### src/rtl/core/mctt_pkg.sv
package mctt_pkg;

    // Table geometry
    localparam int NUM_TIMERS  = 4;
    localparam int MAX_RESULTS = 4;
    localparam int IDX_W       = (NUM_TIMERS > 1) ? $clog2(NUM_TIMERS) : 1;
    localparam int CNT_W       = $clog2(MAX_RESULTS + 1);

    // Field widths
    localparam int CLIENT_W = 8;
    localparam int DELAY_W  = 24;
    localparam int TIME_W   = 32;
    localparam int STEP_W   = 8;

    localparam logic [STEP_W-1:0] TICK_STEP_RESET = 8'd5;

    // Item codes
    localparam logic MODE_TICK = 1'b0;
    localparam logic MODE_REG  = 1'b1;
    localparam logic KIND_PING = 1'b0;
    localparam logic KIND_FULL = 1'b1;

    typedef struct packed {
        logic                mode;
        logic [CLIENT_W-1:0] client_id;
        logic [DELAY_W-1:0]  delay_ms;
        logic                repeat_req;
    } t_in_item;

    typedef struct packed {
        logic                kind;
        logic [CLIENT_W-1:0] target_client;
        logic [TIME_W-1:0]   due_time;
        logic                last;
    } t_out_item;

    typedef struct packed {
        logic [CLIENT_W-1:0] client;
        logic [DELAY_W-1:0]  period;
        logic [TIME_W-1:0]   due;
    } t_slot;

    typedef enum logic [2:0] {
        S_IDLE,
        S_TICK,
        S_READ,
        S_EVAL,
        S_FLUSH,
        S_REG,
        S_ERR
    } t_state;

    // Controller to datapath
    typedef struct packed {
        logic cap_in;
        logic clk_add;
        logic scan_clr;
        logic idx_inc;
        logic reg_write;
        logic fire;
        logic flush;
        logic err_load;
    } t_ctrl_cmd;

    // Datapath to controller
    typedef struct packed {
        logic table_full;
        logic slot_due;
        logic idx_last;
        logic cnt_last;
        logic pend_valid;
        logic out_free;
    } t_dp_status;

    // Lowest free slot
    function automatic logic [IDX_W-1:0] first_free(input logic [NUM_TIMERS-1:0] in_use);
        logic [IDX_W-1:0] idx;
        logic             found;
        idx   = '0;
        found = 1'b0;
        for (int i = 0; i < NUM_TIMERS; i++) begin
            if (!found && !in_use[i]) begin
                idx   = IDX_W'(i);
                found = 1'b1;
            end
        end
        return idx;
    endfunction

endpackage

### src/rtl/core/mctt_ctrl.sv
module mctt_ctrl (
    input  logic                 i_clk,
    input  logic                 i_rst_n,
    input  logic                 i_in_valid,
    input  logic                 i_mode,
    input  mctt_pkg::t_dp_status i_status,
    output logic                 o_in_stall,
    output mctt_pkg::t_ctrl_cmd  o_cmd
);

    mctt_pkg::t_state r_state;
    mctt_pkg::t_state n_state;

    // State register
    always_ff @(posedge i_clk) begin
        if (!i_rst_n) begin
            r_state <= mctt_pkg::S_IDLE;
        end else begin
            r_state <= n_state;
        end
    end

    // Next state and commands
    always_comb begin
        n_state    = r_state;
        o_cmd      = '0;
        o_in_stall = 1'b1;
        unique case (r_state)
            mctt_pkg::S_IDLE: begin
                o_in_stall = 1'b0;
                if (i_in_valid) begin
                    o_cmd.cap_in = 1'b1;
                    n_state = (i_mode == mctt_pkg::MODE_REG) ? mctt_pkg::S_REG
                                                             : mctt_pkg::S_TICK;
                end
            end
            mctt_pkg::S_TICK: begin
                o_cmd.clk_add  = 1'b1;
                o_cmd.scan_clr = 1'b1;
                n_state        = mctt_pkg::S_READ;
            end
            mctt_pkg::S_READ: begin
                n_state = mctt_pkg::S_EVAL;
            end
            mctt_pkg::S_EVAL: begin
                if (i_status.slot_due) begin
                    // hold while an earlier ping cannot leave
                    if (!i_status.pend_valid || i_status.out_free) begin
                        o_cmd.fire = 1'b1;
                        if (i_status.cnt_last || i_status.idx_last) begin
                            n_state = mctt_pkg::S_FLUSH;
                        end else begin
                            o_cmd.idx_inc = 1'b1;
                            n_state       = mctt_pkg::S_READ;
                        end
                    end
                end else if (i_status.idx_last) begin
                    n_state = mctt_pkg::S_FLUSH;
                end else begin
                    o_cmd.idx_inc = 1'b1;
                    n_state       = mctt_pkg::S_READ;
                end
            end
            mctt_pkg::S_FLUSH: begin
                if (!i_status.pend_valid) begin
                    n_state = mctt_pkg::S_IDLE;
                end else if (i_status.out_free) begin
                    o_cmd.flush = 1'b1;
                    n_state     = mctt_pkg::S_IDLE;
                end
            end
            mctt_pkg::S_REG: begin
                if (i_status.table_full) begin
                    n_state = mctt_pkg::S_ERR;
                end else begin
                    o_cmd.reg_write = 1'b1;
                    n_state         = mctt_pkg::S_IDLE;
                end
            end
            mctt_pkg::S_ERR: begin
                if (i_status.out_free) begin
                    o_cmd.err_load = 1'b1;
                    n_state        = mctt_pkg::S_IDLE;
                end
            end
            default: begin
                n_state = mctt_pkg::S_IDLE;
            end
        endcase
    end

    // No ping is left behind once the block goes idle
    a_idle_no_pend: assert property (@(posedge i_clk) disable iff (!i_rst_n)
        (r_state == mctt_pkg::S_IDLE) |-> !i_status.pend_valid)
        else $error("pending ping while idle");

    // A slot is only taken when one is free
    a_reg_not_full: assert property (@(posedge i_clk) disable iff (!i_rst_n)
        o_cmd.reg_write |-> !i_status.table_full)
        else $error("register into full table");

    // A tick always moves on to the scan's first read; the tick starts it at slot zero with the clock advanced
    a_tick_scan: assert property (@(posedge i_clk) disable iff (!i_rst_n)
        (r_state == mctt_pkg::S_TICK) |=> (r_state == mctt_pkg::S_READ))
        else $error("tick did not start scan");

endmodule

### src/rtl/core/mctt_dp.sv
module mctt_dp (
    input  logic                                i_clk,
    input  logic                                i_rst_n,
    input  mctt_pkg::t_ctrl_cmd                 i_cmd,
    input  mctt_pkg::t_in_item                  i_in_item,
    input  logic                                i_cfg_valid,
    input  logic [mctt_pkg::STEP_W-1:0]         i_cfg_data,
    input  logic                                i_out_stall,
    output logic                                o_cfg_ready,
    output logic                                o_out_valid,
    output mctt_pkg::t_out_item                 o_out_item,
    output mctt_pkg::t_dp_status                o_status
);

    logic [mctt_pkg::STEP_W-1:0]     r_tick_step;
    logic [mctt_pkg::TIME_W-1:0]     r_clock;
    logic [mctt_pkg::NUM_TIMERS-1:0] r_in_use;
    mctt_pkg::t_in_item              r_in;
    mctt_pkg::t_slot                 r_mem [mctt_pkg::NUM_TIMERS];
    mctt_pkg::t_slot                 r_rd;
    logic [mctt_pkg::IDX_W-1:0]      r_idx;
    logic [mctt_pkg::CNT_W-1:0]      r_cnt;
    logic                            r_pend_valid;
    logic [mctt_pkg::CLIENT_W-1:0]   r_pend_client;
    logic [mctt_pkg::TIME_W-1:0]     r_pend_due;
    logic                            r_out_valid;
    mctt_pkg::t_out_item             r_out;

    logic [mctt_pkg::IDX_W-1:0]      free_idx;
    logic                            out_free;
    logic [mctt_pkg::TIME_W-1:0]     next_due;
    logic                            wr_en;
    logic [mctt_pkg::IDX_W-1:0]      wr_addr;
    mctt_pkg::t_slot                 wr_data;

    assign o_cfg_ready = 1'b1;
    assign free_idx    = mctt_pkg::first_free(r_in_use);
    assign out_free    = !r_out_valid || !i_out_stall;
    assign next_due    = r_rd.due + {{(mctt_pkg::TIME_W-mctt_pkg::DELAY_W){1'b0}}, r_rd.period};

    // Status towards the controller
    always_comb begin
        o_status.table_full = &r_in_use;
        o_status.slot_due   = r_in_use[r_idx] && (r_clock >= r_rd.due);
        o_status.idx_last   = (r_idx == mctt_pkg::IDX_W'(mctt_pkg::NUM_TIMERS - 1));
        o_status.cnt_last   = (r_cnt == mctt_pkg::CNT_W'(mctt_pkg::MAX_RESULTS - 1));
        o_status.pend_valid = r_pend_valid;
        o_status.out_free   = out_free;
    end

    // Tick step register and millisecond clock
    always_ff @(posedge i_clk) begin
        if (!i_rst_n) begin
            r_tick_step <= mctt_pkg::TICK_STEP_RESET;
            r_clock     <= '0;
        end else begin
            if (i_cfg_valid) begin
                r_tick_step <= i_cfg_data;
            end
            if (i_cmd.clk_add) begin
                r_clock <= r_clock + {{(mctt_pkg::TIME_W-mctt_pkg::STEP_W){1'b0}}, r_tick_step};
            end
        end
    end

    // Capture the input item
    always_ff @(posedge i_clk) begin
        if (i_cmd.cap_in) begin
            r_in <= i_in_item;
        end
    end

    // Scan index and ping count
    always_ff @(posedge i_clk) begin
        if (!i_rst_n) begin
            r_idx <= '0;
            r_cnt <= '0;
        end else begin
            if (i_cmd.scan_clr) begin
                r_idx <= '0;
                r_cnt <= '0;
            end else begin
                if (i_cmd.idx_inc) begin
                    r_idx <= r_idx + 1'b1;
                end
                if (i_cmd.fire) begin
                    r_cnt <= r_cnt + 1'b1;
                end
            end
        end
    end

    // Slot occupancy flags
    always_ff @(posedge i_clk) begin
        if (!i_rst_n) begin
            r_in_use <= '0;
        end else begin
            if (i_cmd.reg_write) begin
                r_in_use[free_idx] <= 1'b1;
            end
            if (i_cmd.fire && (r_rd.period == '0)) begin
                r_in_use[r_idx] <= 1'b0;
            end
        end
    end

    // Slot memory write port: new timer or periodic advance
    always_comb begin
        wr_en   = i_cmd.reg_write || (i_cmd.fire && (r_rd.period != '0));
        wr_addr = i_cmd.reg_write ? free_idx : r_idx;
        if (i_cmd.reg_write) begin
            wr_data.client = r_in.client_id;
            wr_data.period = r_in.repeat_req ? r_in.delay_ms : '0;
            wr_data.due    = r_clock
                           + {{(mctt_pkg::TIME_W-mctt_pkg::DELAY_W){1'b0}}, r_in.delay_ms};
        end else begin
            wr_data.client = r_rd.client;
            wr_data.period = r_rd.period;
            wr_data.due    = next_due;
        end
    end

    always_ff @(posedge i_clk) begin
        if (wr_en) begin
            r_mem[wr_addr] <= wr_data;
        end
        r_rd <= r_mem[r_idx];
    end

    // Pending ping: held until the scan shows whether it is the final one
    always_ff @(posedge i_clk) begin
        if (!i_rst_n) begin
            r_pend_valid <= 1'b0;
        end else if (i_cmd.fire) begin
            r_pend_valid <= 1'b1;
        end else if (i_cmd.flush) begin
            r_pend_valid <= 1'b0;
        end
    end

    always_ff @(posedge i_clk) begin
        if (i_cmd.fire) begin
            r_pend_client <= r_rd.client;
            r_pend_due    <= r_rd.due;
        end
    end

    // Output register
    always_ff @(posedge i_clk) begin
        if (!i_rst_n) begin
            r_out_valid <= 1'b0;
        end else if ((i_cmd.fire && r_pend_valid) || i_cmd.flush || i_cmd.err_load) begin
            r_out_valid <= 1'b1;
        end else if (!i_out_stall) begin
            r_out_valid <= 1'b0;
        end
    end

    always_ff @(posedge i_clk) begin
        if (i_cmd.err_load) begin
            r_out.kind          <= mctt_pkg::KIND_FULL;
            r_out.target_client <= '0;
            r_out.due_time      <= '0;
            r_out.last          <= 1'b1;
        end else if ((i_cmd.fire && r_pend_valid) || i_cmd.flush) begin
            r_out.kind          <= mctt_pkg::KIND_PING;
            r_out.target_client <= r_pend_client;
            r_out.due_time      <= r_pend_due;
            r_out.last          <= i_cmd.flush;
        end
    end

    assign o_out_valid = r_out_valid;
    assign o_out_item  = r_out;

    // An item is never loaded over one that is still stalled
    a_no_overwrite: assert property (@(posedge i_clk) disable iff (!i_rst_n)
        ((i_cmd.fire && r_pend_valid) || i_cmd.flush || i_cmd.err_load) |-> out_free)
        else $error("output overwritten");

    // A one-shot slot is freed after it fires
    a_oneshot_free: assert property (@(posedge i_clk) disable iff (!i_rst_n)
        (i_cmd.fire && (r_rd.period == '0)) |=> !r_in_use[$past(r_idx)])
        else $error("one-shot slot not freed");

    // Only the flush marks the final ping
    a_last_flush: assert property (@(posedge i_clk) disable iff (!i_rst_n)
        (i_cmd.fire && r_pend_valid) |=> (o_out_valid && !o_out_item.last))
        else $error("intermediate ping marked final");

endmodule

### src/rtl/core/multi_channel_alarm_timer_table_unit.sv
// Tick item: the clock advances, then the shared slot memory is read and evaluated one slot
// at a time up to the last slot or the result limit, and a flush sends the final ping.
// Register item: a free slot is taken, or a table-full error item is sent once the output is free.
// One item is handled at a time; output stalls extend the scan while pings back up.
// Reset (synchronous, active low) frees every slot, zeroes the clock and sets tick step 5;
// slot contents are not cleared and need no pass after reset.
module multi_channel_alarm_timer_table_unit (
    input  logic                        i_clk,
    input  logic                        i_rst_n,
    input  logic                        i_in_valid,
    output logic                        o_in_stall,
    input  mctt_pkg::t_in_item          i_in_item,
    output logic                        o_out_valid,
    input  logic                        i_out_stall,
    output mctt_pkg::t_out_item         o_out_item,
    input  logic                        i_cfg_valid,
    output logic                        o_cfg_ready,
    input  logic [mctt_pkg::STEP_W-1:0] i_cfg_data
);

    mctt_pkg::t_ctrl_cmd  cmd;
    mctt_pkg::t_dp_status status;

    // Sequencer
    mctt_ctrl u_ctrl (
        .i_clk      (i_clk),
        .i_rst_n    (i_rst_n),
        .i_in_valid (i_in_valid),
        .i_mode     (i_in_item.mode),
        .i_status   (status),
        .o_in_stall (o_in_stall),
        .o_cmd      (cmd)
    );

    // Clock, slot table and result path
    mctt_dp u_dp (
        .i_clk       (i_clk),
        .i_rst_n     (i_rst_n),
        .i_cmd       (cmd),
        .i_in_item   (i_in_item),
        .i_cfg_valid (i_cfg_valid),
        .i_cfg_data  (i_cfg_data),
        .i_out_stall (i_out_stall),
        .o_cfg_ready (o_cfg_ready),
        .o_out_valid (o_out_valid),
        .o_out_item  (o_out_item),
        .o_status    (status)
    );

endmodule
### config.mk
export PLATFORM = sky130hd
export DESIGN_NAME = multi_channel_alarm_timer_table_unit
export DESIGN_NICKNAME = d
export VERILOG_FILES = /design/src/rtl/core/mctt_pkg.sv /design/src/rtl/core/mctt_ctrl.sv /design/src/rtl/core/mctt_dp.sv /design/src/rtl/core/multi_channel_alarm_timer_table_unit.sv
export SDC_FILE = /design/constraint.sdc
export NUM_CORES = 1
export LEC_CHECK = 0
export CAP_MARGIN = 40
export CORE_MARGIN = 10
export CORE_UTILIZATION = 45
export CTS_BUF_LIST = sky130_fd_sc_hd__clkbuf_4
export DETAILED_ROUTE_END_ITERATION = 10
export DONT_BUFFER_PORTS = 1
export GPL_TIMING_DRIVEN = 0
export PLACE_DENSITY = 0.61
export SETUP_SLACK_MARGIN = 0.05
export SKIP_LAST_GASP = 1
export SYNTH_ARGS = -nofsm -noshare
export SYNTH_HDL_FRONTEND = slang
export SYNTH_SLANG_ARGS = --single-unit
### constraint.sdc
create_clock -name i_clk -period 7.1 [get_ports i_clk]
set_input_delay 1.065 -clock i_clk [delete_from_list [all_inputs] [get_ports i_clk]]
set_output_delay 1.065 -clock i_clk [all_outputs]
set_load 0.01 [all_outputs]
==> metrics <==
status=complete, no violations; post-synthesis simple-gate area fraction=10.3%; r2r setup slk=2.73 ns; Die X=238 um; final wirelength=55600 um; cell taking the most area after synthesis=edfxtp_1; Worst-Margin Slew=0.928 ns; GRT Util Overall=19.8%; Multi-input gate area=7670 um2; post-synthesis xor/xnor area fraction=2.99%; DR pass1 iterations=5; Yosys cell types=77; LEAKAGE=9.05 nW; DP Area=22700 um2; Worst IR Drop VDD=0.000139 V; Post-CTS Hold Fix Bufs=0; fin crit share=61.6%; Final nets=1982; # port buffers=0; largest net degree at the start of global routing=29; Seq/Total Area, Yosys=61.2%; Ys Warns=0; WP data required=7.72 ns; Clock Tree Root=clkbuf_4; Synth Area per Inst=12.7 um2; first-pass GRT wire length=84000 um; grt total ovfl=0; Critical Path AT=4.99 ns; dpl ws=2.70 ns; Final Cell Area=24400 um2; Synth Area in Compound Gates=8.93%; FP Rows=79; prevailing post-synth register cell=edfxtp_1; number of global-route vias before repair=14500; Clock Path Buffers=3; final setup fails=0; layout cells sized above 1=18.3%; Synth-to-Final Area Change=14.2%; Pins Over Slew Limit=0; Initial DRC Count=1043; Mapped Nets=1822; worst hold path type=in2reg; Post-synth EDFFs=329; Detailed Place HPWL=40600 um; critical path peak fanout=19; DRC=0; Post-Synthesis Cells=1678; Post-Route Utilization=52.2%; crit end category=register; ys async rst share=0%; Max Fclk=0.229 GHz; Starting Density=45.7%; Setup Buffers After CTS=0; register bit total from synthesis=489; initial antenna violation count=2; post-synthesis mux area share=7.69%; CTS tree=built; Post-Syn Area=21400 um2; fin crit period=4.37 ns; CTS Sinks=489; Seq. cell area=13100 um2; final antenna-violating net count=0; die height=238 um; Skew-Pair Late Insertion Delay=0.96 ns; H-tree levels=4; Wirelength per Cell=21.8 um; Hold Slack=0.222 ns; top cells by area, synth=edfxtp_1 46%, dfxtp_1 15%, mux4_2 6.8%; adder-cell share of the synthesized area=5.78%; Post-CTS Resized=0; Rel. slew slack=38.2%; max_cap viols=0; Pwr per Cell Area=247 nW/um2; Pwr Total=0.00604 W; Worst setup SP type=register; routability cong.=0.934; count of final hold-check violations=0; Setup WS post-layout=2.73 ns; Via-to-Cell Ratio=5.59; clk slew on worst S/H paths=0.06 ns; main combinational cell family by area after synthesis=simple AND/OR/NAND/NOR gates; FILL cells=4080; routed vias=14200; unrepaired setup endpoints after global routing=false; Clock Skew=0.0540 ns; Synth top area share=46.2%; CTS Buf Count=130; core region area=46800 um2; die area=56600 um2; kind of critical path=reg2reg; num ports=92
## final timing paths
path / startpoint / end / cells after the start
worst min register to register: u_dp.r_rd[63] / u_dp.r_pend_client[7] / 0
worst max-delay path: u_dp.r_rd[21] / u_dp.r_mem[3][51] / 14
worst max register to register: u_dp.r_rd[21] / u_dp.r_mem[3][51] / 14
worst min-delay path: i_in_item[30] / u_dp.r_in[30] / 0
## area by class of cell
cell class / count / share of cell area [%]
buffer: 72 / 1.20
clock buffer: 210 / 6.45
inverter: 98 / 1.51
multi-input combinational: 1019 / 31.4
timing repair buffer: 28 / 2.03
sequential: 489 / 53.6
antenna: 2 / 0.0205
clock inverter: 22 / 0.702
tap: 607 / 3.11
## cell usage in the layout (no fill, tap or decap), types with 5 or more instances in the layout
cell / instances
edfxtp_1: 329
clkbuf_4: 210
nand2_1: 161
dfxtp_1: 160
nor2_1: 102
inv_1: 97
o21ai_0: 94
ha_1: 94
a21oi_1: 84
mux4_2: 65
nand4_1: 55
clkbuf_1: 54
nand3_1: 48
xnor2_1: 47
xor2_1: 26
a21o_1: 22
nor3_1: 19
nor4_1: 17
mux2i_1: 17
clkinv_1: 13
a211oi_1: 12
o21a_1: 12
buf_2: 12
nand2b_1: 11
nor2b_1: 11
a31oi_1: 10
and2_1: 9
and3_1: 9
o211ai_1: 8
buf_12: 7
buf_16: 7
buf_6: 7
or3_1: 5
buf_8: 5
## power by group
group / internal, W / switching, W
clock network: 0.00144 / 0.00112
registers: 0.00309 / 0.0000492
logic: 0.000122 / 0.000209
## cell families (layout without fill, tap and decap cells)
| kind of cell | Yosys count | after routing |
|---|---|---|
| mux | 83 | 83 |
| other cells | 1 | 3 |
| xor+xnor | 73 | 73 |
| flops | 489 | 489 |
| compound gates | 298 | 298 |
| buf+inv | 170 | 430 |
| fa+ha+maj | 97 | 97 |
| simple gates | 467 | 467 |
## registers in the layout, indices dropped and copies added, names as in the netlist
name	flops
u_ctrl.r_state	3
u_dp.o_out_item	42
u_dp.o_out_valid	1
u_dp.r_clock	32
u_dp.r_cnt	3
u_dp.r_idx	2
u_dp.r_in	33
u_dp.r_in_use	4
u_dp.r_mem	256
u_dp.r_pend_client	8
u_dp.r_pend_due	32
u_dp.r_pend_valid	1
u_dp.r_rd	64
u_dp.r_tick_step	8
## synthesized netlist by cell type (all sizes together), types with 4 or more instances
master   number
edfxtp      329
nand2       161
dfxtp       160
nor2        106
o21ai        99
inv          97
ha           94
a21oi        84
mux4         65
clkbuf       56
nand4        55
nand3        48
xnor2        47
xor2         26
a21o         22
nor3         20
nor4         18
mux2i        17
buf          16
a211oi       13
o21a         12
a31oi        11
nand2b       11
nor2b        11
and2         10
and3          9
o211ai        8
a2111oi       5
or3           5
a211o         4
o2111ai       4
o31ai         4
## routing by layer
layer	vias to the layer above	routed length, um	global-route usage [%]
li1	6660	-	-
met1	7053	24800	25.6
met2	430	25400	30.6
met3	99	3590	4.91
met4	0	1790	9.96
met5	-	0	0
## stage by stage
step / TNS [ns] / cells
finish: 0 / 2547
global route: 0 / 2547
CTS: 0 / 2545
detailed placement: 0 / 2313
global placement: -360.99 / 2285
floorplan: 0 / 1678
## critical path: stages, from the launching register on
cell and delay, ns:
dfxtp_1 0.49, inv_1 0.08, ha_1 0.31, nand4_1 0.15, nor4_1 0.54, o211ai_1 0.16, nor2_1 0.13, nand2_1 0.11
a21oi_1 0.22, buf_2 0.26, a41oi_1 0.27, nor2_4 0.69, buf_12 0.27, buf_16 0.18, buf_16 0.16
Power figures use the tool's default switching activity.
